<file path="config.mk">
export PLATFORM = sky130hd
export DESIGN_NAME = slab_region_layout_unit
export DESIGN_NICKNAME = d
export VERILOG_FILES = /design/src/hw/rtl/slr_pkg.sv /design/src/hw/rtl/slr_div.sv /design/src/hw/rtl/slr_ctrl.sv /design/src/hw/rtl/slr_dp.sv /design/src/hw/rtl/slab_region_layout_unit.sv
export SDC_FILE = /design/constraint.sdc
export NUM_CORES = 2
export LEC_CHECK = 0
export ABC_AREA = 1
export BUFFER_PORTS_ARGS = -buffer_cell sky130_fd_sc_hd__buf_2
export CORE_MARGIN = 10
export CORE_UTILIZATION = 23
export DETAILED_ROUTE_END_ITERATION = 8
export MAX_ROUTING_LAYER = met4
export SETUP_SLACK_MARGIN = 0.4
export SYNTH_ARGS = -nofsm -noshare
export SYNTH_HDL_FRONTEND = slang
export SYNTH_SLANG_ARGS = --single-unit
</file>
<file path="constraint.sdc">
create_clock -name i_clk -period 10 [get_ports i_clk]
set_clock_uncertainty 0.15 [all_clocks]
set_input_delay 1 -clock i_clk [delete_from_list [all_inputs] [get_ports i_clk]]
set_output_delay 1 -clock i_clk [all_outputs]
set_load 0.005 [all_outputs]
</file>
<file path="src/hw/rtl/slr_pkg.sv">
// Shared types, constants and control codes for the slab region layout block.
// Used by slr_ctrl, slr_dp and the top level under hw/rtl; depends on nothing else.
package slr_pkg;

    // Fixed field widths of the item ports.
    localparam int OBJ_W   = 25;
    localparam int LOG_W   = 5;
    localparam int SLABS_W = 19;
    localparam int CFG_W   = 8;

    // Layout constants of the region.
    localparam int HEAD_BYTES       = 64;
    localparam int SLAB_BYTES       = 64;
    localparam int OBJECTS_PER_SLAB = 64;
    localparam int PAGE_SIZE_LOG2   = 16;
    localparam int MAX_REGION_LOG2  = 24;

    // Register file of the APB port.
    localparam int             PADDR_W         = 3;
    localparam int             PDATA_W         = 32;
    localparam int             REG_MIN_SMALL   = 0;
    localparam logic [CFG_W-1:0] MIN_SMALL_RESET = 8'd24;

    // One input transaction.
    typedef struct packed {
        logic [OBJ_W-1:0] object_bytes;
        logic [LOG_W-1:0] region_size_log2;
    } t_in_item;

    // One result transaction.
    typedef struct packed {
        logic [OBJ_W-1:0]   objects_in_region;
        logic [SLABS_W-1:0] slabs_in_region;
        logic [OBJ_W-1:0]   wasted_bytes;
        logic [OBJ_W-1:0]   buffer_first_byte;
        logic [OBJ_W-1:0]   buffer_last_byte;
        logic               layout_valid;
    } t_out_item;

    // Controller states.
    typedef enum logic [4:0] {
        S_IDLE,
        S_FIT,
        S_EST_DIV,
        S_EST_DIVW,
        S_EST_CEIL,
        S_EST_COST,
        S_EST_AVAIL,
        S_EST_CHECK,
        S_REF_CHECK,
        S_REF_COST,
        S_REF_AVAIL,
        S_REF_DIV,
        S_REF_DIVW,
        S_REF_PROD,
        S_REF_LOST,
        S_FIN_COST,
        S_FIN_FIRST,
        S_EMIT
    } t_state;

    // Operand choice of the shared multiplier.
    typedef enum logic [1:0] {
        MUL_SLAB_BYTES,
        MUL_COUNT_OBJ,
        MUL_SLAB_CAP
    } t_mul_src;

    // Commands from the controller to the datapath.
    typedef struct packed {
        logic     load_item;
        logic     div_start;
        t_mul_src mul_src;
        logic     ld_count_q;
        logic     ld_slabs_q;
        logic     ld_avail;
        logic     ld_lost;
        logic     inc_slabs;
        logic     ld_cap;
        logic     ld_count_min;
        logic     ld_first;
        logic     ld_result;
    } t_cmd;

    // Status from the datapath to the controller.
    typedef struct packed {
        logic div_done;
        logic fits;
        logic avail_lt_prod;
        logic room_for_slab;
        logic out_free;
    } t_sts;

endpackage

</file>
<file path="src/hw/rtl/slr_div.sv">
// Restoring divider, one quotient bit per cycle, used for every division by
// the object size. Depends on nothing outside this file.
module slr_div #(
    parameter int DW = 25,
    parameter int VW = 25
) (
    input  logic          i_clk,
    input  logic          i_rst_n,
    input  logic          i_start,
    input  logic [DW-1:0] i_dividend,
    input  logic [VW-1:0] i_divisor,
    output logic [DW-1:0] o_quotient,
    output logic          o_busy,
    output logic          o_done
);

    localparam int CNT_W = $clog2(DW + 1);

    logic [CNT_W-1:0] r_cnt;
    logic             r_busy;
    logic             r_done;
    logic [DW-1:0]    r_quo;
    logic [VW-1:0]    r_rem;
    logic [VW-1:0]    r_dvs;

    logic [VW:0]      shifted;
    logic [VW:0]      diff;
    logic             ge;
    logic [VW-1:0]    n_rem;

    // One restoring step: bring down the next dividend bit and try a subtract.
    always_comb begin
        shifted = {r_rem, r_quo[DW-1]};
        diff    = shifted - {1'b0, r_dvs};
        ge      = (shifted >= {1'b0, r_dvs});
        n_rem   = ge ? diff[VW-1:0] : shifted[VW-1:0];
    end

    // Control: busy while the quotient bits are worked out, then a single done pulse.
    always_ff @(posedge i_clk) begin
        if (!i_rst_n) begin
            r_cnt  <= '0;
            r_busy <= 1'b0;
            r_done <= 1'b0;
        end else begin
            r_done <= 1'b0;
            if (i_start) begin
                r_cnt  <= CNT_W'(DW);
                r_busy <= 1'b1;
            end else if (r_busy) begin
                r_cnt <= r_cnt - CNT_W'(1);
                if (r_cnt == CNT_W'(1)) begin
                    r_busy <= 1'b0;
                    r_done <= 1'b1;
                end
            end
        end
    end

    // Operands and partial results.
    always_ff @(posedge i_clk) begin
        if (i_start) begin
            r_quo <= i_dividend;
            r_rem <= '0;
            r_dvs <= i_divisor;
        end else if (r_busy) begin
            r_quo <= {r_quo[DW-2:0], ge};
            r_rem <= n_rem;
        end
    end

    assign o_quotient = r_quo;
    assign o_busy     = r_busy;
    assign o_done     = r_done;

endmodule

</file>
<file path="src/hw/rtl/slr_ctrl.sv">
// Controller state machine of the slab region layout block.
// Depends on slr_pkg for the state, command and status types.
module slr_ctrl import slr_pkg::*; (
    input  logic i_clk,
    input  logic i_rst_n,
    input  logic i_in_valid,
    output logic o_in_stall,
    input  t_sts i_sts,
    output t_cmd o_cmd
);

    t_state r_state;
    t_state n_state;
    logic   accept;

    assign o_in_stall = (r_state != S_IDLE);
    assign accept     = i_in_valid && !o_in_stall;

    // State register.
    always_ff @(posedge i_clk) begin
        if (!i_rst_n) begin
            r_state <= S_IDLE;
        end else begin
            r_state <= n_state;
        end
    end

    // Next state and commands.
    always_comb begin
        n_state       = r_state;
        o_cmd         = '0;
        o_cmd.mul_src = MUL_SLAB_BYTES;
        unique case (r_state)
            S_IDLE: begin
                if (accept) begin
                    o_cmd.load_item = 1'b1;
                    n_state         = S_FIT;
                end
            end
            S_FIT: begin
                n_state = i_sts.fits ? S_EST_DIV : S_FIN_COST;
            end
            // Estimate: objects from the available bytes, then slabs for them.
            S_EST_DIV: begin
                o_cmd.div_start = 1'b1;
                n_state         = S_EST_DIVW;
            end
            S_EST_DIVW: begin
                if (i_sts.div_done) begin
                    o_cmd.ld_count_q = 1'b1;
                    n_state          = S_EST_CEIL;
                end
            end
            S_EST_CEIL: begin
                o_cmd.ld_slabs_q = 1'b1;
                n_state          = S_EST_COST;
            end
            S_EST_COST: begin
                n_state = S_EST_AVAIL;
            end
            S_EST_AVAIL: begin
                o_cmd.ld_avail = 1'b1;
                o_cmd.mul_src  = MUL_COUNT_OBJ;
                n_state        = S_EST_CHECK;
            end
            S_EST_CHECK: begin
                o_cmd.mul_src = MUL_COUNT_OBJ;
                if (i_sts.avail_lt_prod) begin
                    n_state = S_EST_DIV;
                end else begin
                    o_cmd.ld_lost = 1'b1;
                    n_state       = S_REF_CHECK;
                end
            end
            // Refinement: add one slab while another slab and object still fit.
            S_REF_CHECK: begin
                if (i_sts.room_for_slab) begin
                    o_cmd.inc_slabs = 1'b1;
                    n_state         = S_REF_COST;
                end else begin
                    n_state = S_FIN_COST;
                end
            end
            S_REF_COST: begin
                n_state = S_REF_AVAIL;
            end
            S_REF_AVAIL: begin
                o_cmd.ld_avail = 1'b1;
                o_cmd.mul_src  = MUL_SLAB_CAP;
                n_state        = S_REF_DIV;
            end
            S_REF_DIV: begin
                o_cmd.ld_cap    = 1'b1;
                o_cmd.div_start = 1'b1;
                n_state         = S_REF_DIVW;
            end
            S_REF_DIVW: begin
                if (i_sts.div_done) begin
                    o_cmd.ld_count_min = 1'b1;
                    n_state            = S_REF_PROD;
                end
            end
            S_REF_PROD: begin
                o_cmd.mul_src = MUL_COUNT_OBJ;
                n_state       = S_REF_LOST;
            end
            S_REF_LOST: begin
                o_cmd.mul_src = MUL_COUNT_OBJ;
                o_cmd.ld_lost = 1'b1;
                n_state       = S_REF_CHECK;
            end
            // Final offsets and hand-over to the output register.
            S_FIN_COST: begin
                n_state = S_FIN_FIRST;
            end
            S_FIN_FIRST: begin
                o_cmd.ld_first = 1'b1;
                o_cmd.mul_src  = MUL_COUNT_OBJ;
                n_state        = S_EMIT;
            end
            S_EMIT: begin
                o_cmd.mul_src = MUL_COUNT_OBJ;
                if (i_sts.out_free) begin
                    o_cmd.ld_result = 1'b1;
                    n_state         = S_IDLE;
                end
            end
            default: begin
                n_state = S_IDLE;
            end
        endcase
    end

    // An accepted transaction always starts with the fit check.
    a_accept_fit: assert property (@(posedge i_clk) disable iff (!i_rst_n)
        accept |=> (r_state == S_FIT))
        else $error("accepted transaction did not enter the fit check");

    // The estimate waits for the divider before moving on.
    a_div_wait: assert property (@(posedge i_clk) disable iff (!i_rst_n)
        (r_state == S_EST_DIVW && !i_sts.div_done) |=> (r_state == S_EST_DIVW))
        else $error("estimate left the divider wait early");

    // A result is held back while the output register is still occupied.
    a_emit_hold: assert property (@(posedge i_clk) disable iff (!i_rst_n)
        (r_state == S_EMIT && !i_sts.out_free) |=> (r_state == S_EMIT))
        else $error("result emitted over an occupied output register");

endmodule

</file>
<file path="src/hw/rtl/slr_dp.sv">
// Datapath of the slab region layout block: working registers, the shared
// multiplier, the shared divider and the output register. Uses slr_pkg, slr_div.
module slr_dp import slr_pkg::*; #(
    parameter int MAX_LOG2 = MAX_REGION_LOG2
) (
    input  logic             i_clk,
    input  logic             i_rst_n,
    input  t_cmd             i_cmd,
    output t_sts             o_sts,
    input  t_in_item         i_in_item,
    input  logic [CFG_W-1:0] i_min_small,
    output logic             o_out_valid,
    input  logic             i_out_stall,
    output t_out_item        o_out_item
);

    // Region byte counts need MAX_LOG2 + 1 bits; products add an object's width.
    localparam int AW   = MAX_LOG2 + 1;
    localparam int LGW  = $clog2(MAX_LOG2 + 1);
    localparam int PW   = AW + OBJ_W;

    logic [OBJ_W-1:0] r_obj;
    logic [LGW-1:0]   r_lg;
    logic [AW-1:0]    r_usable;
    logic [AW-1:0]    r_avail;
    logic [AW-1:0]    r_count;
    logic [AW-1:0]    r_slabs;
    logic [AW-1:0]    r_lost;
    logic [PW-1:0]    r_cap;
    logic [PW-1:0]    r_prod;
    logic [OBJ_W-1:0] r_first;
    logic             r_out_valid;
    t_out_item        r_out;

    logic [LGW-1:0]   n_lg;
    logic [AW-1:0]    n_region;
    logic [AW-1:0]    n_usable;
    logic [AW-1:0]    n_avail;
    logic [AW-1:0]    mul_a;
    logic [OBJ_W-1:0] mul_b;
    logic [AW-1:0]    div_q;
    logic             div_busy;
    logic             div_done;
    logic             out_take;
    logic             layout_ok;
    t_out_item        n_out;

    // Region size from the saturated logarithm, minus the head.
    always_comb begin
        if (int'(i_in_item.region_size_log2) > MAX_LOG2) begin
            n_lg = LGW'(MAX_LOG2);
        end else begin
            n_lg = LGW'(i_in_item.region_size_log2);
        end
        n_region = AW'(1) << n_lg;
        n_usable = (n_region > AW'(HEAD_BYTES)) ? n_region - AW'(HEAD_BYTES) : '0;
    end

    // Bytes left after the slab descriptors held in the product register.
    assign n_avail = (r_prod > PW'(r_usable)) ? '0 : r_usable - r_prod[AW-1:0];

    // Shared multiplier operand selection.
    always_comb begin
        unique case (i_cmd.mul_src)
            MUL_COUNT_OBJ: begin
                mul_a = r_count;
                mul_b = r_obj;
            end
            MUL_SLAB_CAP: begin
                mul_a = r_slabs;
                mul_b = OBJ_W'(OBJECTS_PER_SLAB);
            end
            default: begin
                mul_a = r_slabs;
                mul_b = OBJ_W'(SLAB_BYTES);
            end
        endcase
    end

    // Product register, loaded every cycle.
    always_ff @(posedge i_clk) begin
        r_prod <= PW'(mul_a) * PW'(mul_b);
    end

    // The divider always works out available bytes over the object size.
    slr_div #(
        .DW (AW),
        .VW (OBJ_W)
    ) u_div (
        .i_clk      (i_clk),
        .i_rst_n    (i_rst_n),
        .i_start    (i_cmd.div_start),
        .i_dividend (r_avail),
        .i_divisor  (r_obj),
        .o_quotient (div_q),
        .o_busy     (div_busy),
        .o_done     (div_done)
    );

    // Working registers of the layout search. The slab count of an estimate
    // is a rounded-up division by the power-of-two objects per slab.
    always_ff @(posedge i_clk) begin
        if (i_cmd.load_item) begin
            r_obj    <= i_in_item.object_bytes;
            r_lg     <= n_lg;
            r_usable <= n_usable;
            r_avail  <= n_usable;
            r_count  <= '0;
            r_slabs  <= '0;
            r_lost   <= '0;
        end else begin
            if (i_cmd.ld_count_q) begin
                r_count <= div_q;
            end else if (i_cmd.ld_count_min) begin
                r_count <= (r_cap < PW'(div_q)) ? r_cap[AW-1:0] : div_q;
            end
            if (i_cmd.ld_slabs_q) begin
                r_slabs <= (r_count + AW'(OBJECTS_PER_SLAB - 1)) / AW'(OBJECTS_PER_SLAB);
            end else if (i_cmd.inc_slabs) begin
                r_slabs <= r_slabs + AW'(1);
            end
            if (i_cmd.ld_avail) begin
                r_avail <= n_avail;
            end
            if (i_cmd.ld_lost) begin
                r_lost <= r_avail - r_prod[AW-1:0];
            end
        end
        if (i_cmd.ld_cap) begin
            r_cap <= r_prod;
        end
        if (i_cmd.ld_first) begin
            r_first <= OBJ_W'(PW'(HEAD_BYTES) + r_prod);
        end
    end

    // Validity of the finished layout.
    assign layout_ok = (r_count != '0) &&
        !((int'(r_lg) < PAGE_SIZE_LOG2) && (r_count < AW'(i_min_small)));

    // Result assembly; the product register holds objects times object size.
    always_comb begin
        n_out.objects_in_region = OBJ_W'(r_count);
        n_out.slabs_in_region   = SLABS_W'(r_slabs);
        n_out.wasted_bytes      = OBJ_W'(r_lost);
        n_out.buffer_first_byte = r_first;
        n_out.buffer_last_byte  = r_first + r_prod[OBJ_W-1:0];
        n_out.layout_valid      = layout_ok;
    end

    // Output register.
    assign out_take = r_out_valid && !i_out_stall;

    always_ff @(posedge i_clk) begin
        if (!i_rst_n) begin
            r_out_valid <= 1'b0;
        end else if (i_cmd.ld_result) begin
            r_out_valid <= 1'b1;
        end else if (out_take) begin
            r_out_valid <= 1'b0;
        end
    end

    always_ff @(posedge i_clk) begin
        if (i_cmd.ld_result) begin
            r_out <= n_out;
        end
    end

    // Status towards the controller.
    always_comb begin
        o_sts.div_done      = div_done;
        o_sts.fits          = (r_obj != '0) && (PW'(r_usable) >= PW'(r_obj));
        o_sts.avail_lt_prod = (PW'(r_avail) < r_prod);
        o_sts.room_for_slab = (PW'(r_lost) >= PW'(r_obj) + PW'(SLAB_BYTES));
        o_sts.out_free      = !r_out_valid || !i_out_stall;
    end

    assign o_out_valid = r_out_valid;
    assign o_out_item  = r_out;

    // The divider is never restarted while a division is still running.
    a_div_idle_start: assert property (@(posedge i_clk) disable iff (!i_rst_n)
        i_cmd.div_start |-> !div_busy)
        else $error("divider started while busy");

    // A result is only loaded when the previous one has gone or is going.
    a_out_no_overwrite: assert property (@(posedge i_clk) disable iff (!i_rst_n)
        (i_cmd.ld_result && r_out_valid) |-> !i_out_stall)
        else $error("pending result overwritten");

    // A taken result with no new one behind it leaves the register empty.
    a_out_drain: assert property (@(posedge i_clk) disable iff (!i_rst_n)
        (out_take && !i_cmd.ld_result) |=> !r_out_valid)
        else $error("output register did not drain");

endmodule

</file>
<file path="src/hw/rtl/slab_region_layout_unit.sv">
// Top level of the slab region layout block: APB register, controller, datapath.
// Depends on slr_pkg, slr_ctrl, slr_dp and slr_div.
//
//   Channel   Direction  Handshake              Payload
//   in        to block   i_in_valid/o_in_stall  t_in_item  (object size, region log2)
//   out       from block o_out_valid/i_out_stall t_out_item (layout of the region)
//   apb       to block   psel/penable/pready    min_small_objects at byte address 0
//
// One transaction at a time. A transaction runs one or two estimate rounds, then
// adds slabs one at a time in refinement. Each round waits on the single restoring
// divider, one quotient bit per cycle; an object that does not fit skips straight
// to the final offsets.
// Reset is synchronous and active low; it restores min_small_objects to 24.
// The next transaction is taken while a result still waits in the output register;
// a stalled output only holds the block once a second result is ready.
module slab_region_layout_unit import slr_pkg::*; #(
    parameter int MAX_REGION_LOG2 = slr_pkg::MAX_REGION_LOG2
) (
    input  logic               i_clk,
    input  logic               i_rst_n,
    input  logic               i_in_valid,
    output logic               o_in_stall,
    input  t_in_item           i_in_item,
    output logic               o_out_valid,
    input  logic               i_out_stall,
    output t_out_item          o_out_item,
    input  logic               psel,
    input  logic               penable,
    input  logic               pwrite,
    input  logic [PADDR_W-1:0] paddr,
    input  logic [PDATA_W-1:0] pwdata,
    output logic [PDATA_W-1:0] prdata,
    output logic               pready
);

    logic [CFG_W-1:0] r_min_small;
    logic             reg_hit;
    t_cmd             cmd;
    t_sts             sts;

    // Register decode: one word register at the lowest address.
    assign reg_hit = (paddr[PADDR_W-1:2] == (PADDR_W - 2)'(REG_MIN_SMALL));
    assign pready  = 1'b1;

    always_ff @(posedge i_clk) begin
        if (!i_rst_n) begin
            r_min_small <= MIN_SMALL_RESET;
        end else if (psel && penable && pwrite && pready && reg_hit) begin
            r_min_small <= pwdata[CFG_W-1:0];
        end
    end

    assign prdata = reg_hit ? PDATA_W'(r_min_small) : '0;

    slr_ctrl u_ctrl (
        .i_clk      (i_clk),
        .i_rst_n    (i_rst_n),
        .i_in_valid (i_in_valid),
        .o_in_stall (o_in_stall),
        .i_sts      (sts),
        .o_cmd      (cmd)
    );

    slr_dp #(
        .MAX_LOG2 (MAX_REGION_LOG2)
    ) u_dp (
        .i_clk       (i_clk),
        .i_rst_n     (i_rst_n),
        .i_cmd       (cmd),
        .o_sts       (sts),
        .i_in_item   (i_in_item),
        .i_min_small (r_min_small),
        .o_out_valid (o_out_valid),
        .i_out_stall (i_out_stall),
        .o_out_item  (o_out_item)
    );

endmodule

</file>
==> results.cfg <==
[outcome]
status = complete, no violations

[timing]
rsz0062_at_grt = no
period_minus_slack_ns = 8.80
max-slew-margin-rel_pct = 18.3
tns_ns = 0
fmax_mhz = 114
setup_viol = 0
slew_violations = 0
holdWs_ns = 0.268
hold_violations = 0
finalCritPeriodShare_pct = 88.0
worst_pin_slew_ns = 1.22

[synthesis]
syn_inst = 5722
ys_ff_latch = 492
syn_area_um2 = 48300
ys_seq_area_share_pct = 27.1
synth_edf_count = 321
syn_area_per_cell_um2 = 8.43
synth_cell_types = 63
async_reset_ff_share_pct = 0
synthFlopType = edfxtp_1
yosysWarnings = 0

[global_route]
track_usage_pct = 16.0
grt_max_degree = 80
grt_pass1_vias = 40600
overflow = 0
antenna_found_initial = 10
grt_pass1_wl_um = 270000

[setup_path]
r2r_start = u_ctrl.r_state[4]$_SDFFE_PN0P_
crit_fanout = 10
crit_start = u_ctrl.r_state[4]$_SDFFE_PN0P_
rrSetupSlack_ns = 1.20
max_stage_delay_ns = 0.75
critPathSlowestCell = fa_1
worstPathArrival_ns = 9.25
required_ns = 10.45
crit_type = register to register
crit_buf_inv = 7
end_kind = register
cpMostUsedCell = fa_1
worstSetupStartpointType = register
critical_path.top_delay_family = adder cells

[power_and_ir_drop]
power.total_uw = 9060
vdd_ir_drop_max_mv = 0.197
p_per_area_nw_per_um2 = 166
power.leakage_uw = 0.0248

[clocking]
cts_setup_buffers = 0
cts_root_buffer = clkbuf_16
cts-buffers-inserted = 54
cts_hold_buf = 0
cts_sinks = 492
tritoncts = built
cts_resized = 0
ctsHtreeMaxLevel = 2
clockBufferDepth = 3
path_clk_slew_ns = 0.07
clock_latency_ns = 0.69

[place]
place.gp.congestion = 1.02
place_hpwl_um = 149000
io_buffer_count = 175
dpl-instance-area_um2 = 52600

[worst_hold_path]
min_path_type = register to register
hp-start = u_dp.r_prod[33]$_DFF_P_

[detailed_routing]
drc = 0
wire_per_inst_um = 20.9
drt_pass1_iterations = 7
vias = 40500
antenna_left = 0
vias_per_cell = 4.63
wirelength_um = 183000
drtIter0Drc = 4215

[die]
ios = 227
rows = 168
fp.dieW_um = 478
die_area_um2 = 229000
initial_utilization_pct = 23.1
chipHeight_um = 478
core_um2 = 209000

[cells_and_area]
n_fill_cell = 22500
most-common-layout-cells = inv_1, nand2_1, nor2_1
finish.instance_area_um2 = 54500
synthToLayoutAreaGrowth_pct = 13.0
final_common_cell = inv_1
regArea_um2 = 13100
drive_gt1_share_pct = 8.32
multi_input_area_um2 = 30200
fin_nets = 6890
post-route-util_pct = 26.1

[run]
drv_cap = 0
==> final cells by class <==
class / count / share of cell area, %
Clock buffer: 67 / 2.80
Clock inverter: 35 / 0.751
Multi-Input combinational cell: 3972 / 55.5
Antenna cell: 8 / 0.0367
Inverter: 1099 / 7.57
Timing Repair Buffer: 272 / 2.97
Tap cell: 2805 / 6.44
Sequential cell: 492 / 24.0
==> worst register-to-register path, delay by kind of cell (launching register included) <==
kind,cells,cell delay [ns]
compound gates,1,0.58
fa+ha+maj,8,4.29
buf+inv,7,0.98
simple gates,11,2.09
xor+xnor,1,0.22
flops,1,0.45
==> synth_stat cells (all sizes together) (2+ instances only) <==
library cell  instances  area [um2]
a211oi                2        15.0
a21boi                8        60.1
a21o                 22         165
a21oi               313        1570
a22oi                18         135
a31oi                17         106
and2                  2        12.5
and3                  8        50.1
buf                 104         652
clkbuf               84         315
clkinv               15        56.3
conb                  2        7.51
dfxtp               171        3420
edfxtp              321        9640
fa                  530       10600
ha                  397        4970
inv                1084        4070
nand2              1000        3790
nand3               210        1090
nand3b               33         248
nand4                66         419
nor2                731        2930
nor3                 59         332
nor3b                 2        15.0
nor4                 24         156
o2111ai               8        70.1
o211ai               31         233
o21a                  6        45.0
o21ai               220        1110
o21bai               22         165
o22ai                 4        25.0
o311ai                2        17.5
o31ai                 7        52.6
or2                  15        93.9
xnor2                60         526
xor2                117        1020
==> cell families after synthesis <==
group	Yosys count	share of synthesized area [%]
simple gates	2152	19.0
buf+inv	1287	10.6
fa+ha+maj	927	32.3
compound gates	685	7.91
flops	492	27.1
xor+xnor	177	3.21
other cells	2	0.0156
==> report_power, final <==
| part | internal, uW | leakage (uW) | switching, uW | total [uW] |
|---|---|---|---|---|
| Combinational | 1180 | 0.0195 | 2710 | 3890 |
| Sequential | 2640 | 0.00432 | 380 | 3020 |
| Clock | 1210 | 0.000932 | 941 | 2150 |
==> path summary, 6_finish.rpt <==
path / end / cells after the start
setup / recovery: u_dp.r_prod[43]$_DFF_P_ / 28
hold / removal: u_dp.r_cap[33]$_DFFE_PP_ / 0
setup reg to reg: u_dp.r_prod[43]$_DFF_P_ / 28
hold reg to reg: u_dp.r_cap[33]$_DFFE_PP_ / 0
==> metrics by stage <==
stage	std cells	setup slack (ns)
CTS	8742	1.29
detailed placement	8640	1.33
global route	8748	0.815
finish	8750	1.20
floorplan	5751	2.41
global placement	8640	1.27
==> flip-flops by register name (all words and copies together) (netlist names), 5 cells and up <==
| register | cells |
|---|---|
| u_dp.o_out_item | 120 |
| u_dp.r_cap | 50 |
| u_dp.r_prod | 50 |
| u_dp.r_avail | 25 |
| u_dp.r_count | 25 |
| u_dp.r_first | 25 |
| u_dp.r_lost | 25 |
| u_dp.r_obj | 25 |
| u_dp.r_slabs | 25 |
| u_dp.r_usable | 25 |
| u_dp.u_div.o_quotient | 25 |
| u_dp.u_div.r_dvs | 25 |
| u_dp.u_div.r_rem | 25 |
| r_min_small | 8 |
| u_ctrl.r_state | 5 |
| u_dp.u_div.r_cnt | 5 |
==> layer usage <==
layer | vias up | wire length [um] | GRT usage (%)
met5 | - | 0 | -
met1 | 19800 | 74700 | 20.1
met4 | 0 | 11800 | 8.31
met3 | 442 | 16300 | 3.13
met2 | 1940 | 80200 | 24.3
li1 | 18400 | - | -
No activity file was read; power rests on OpenSTA's default activity.
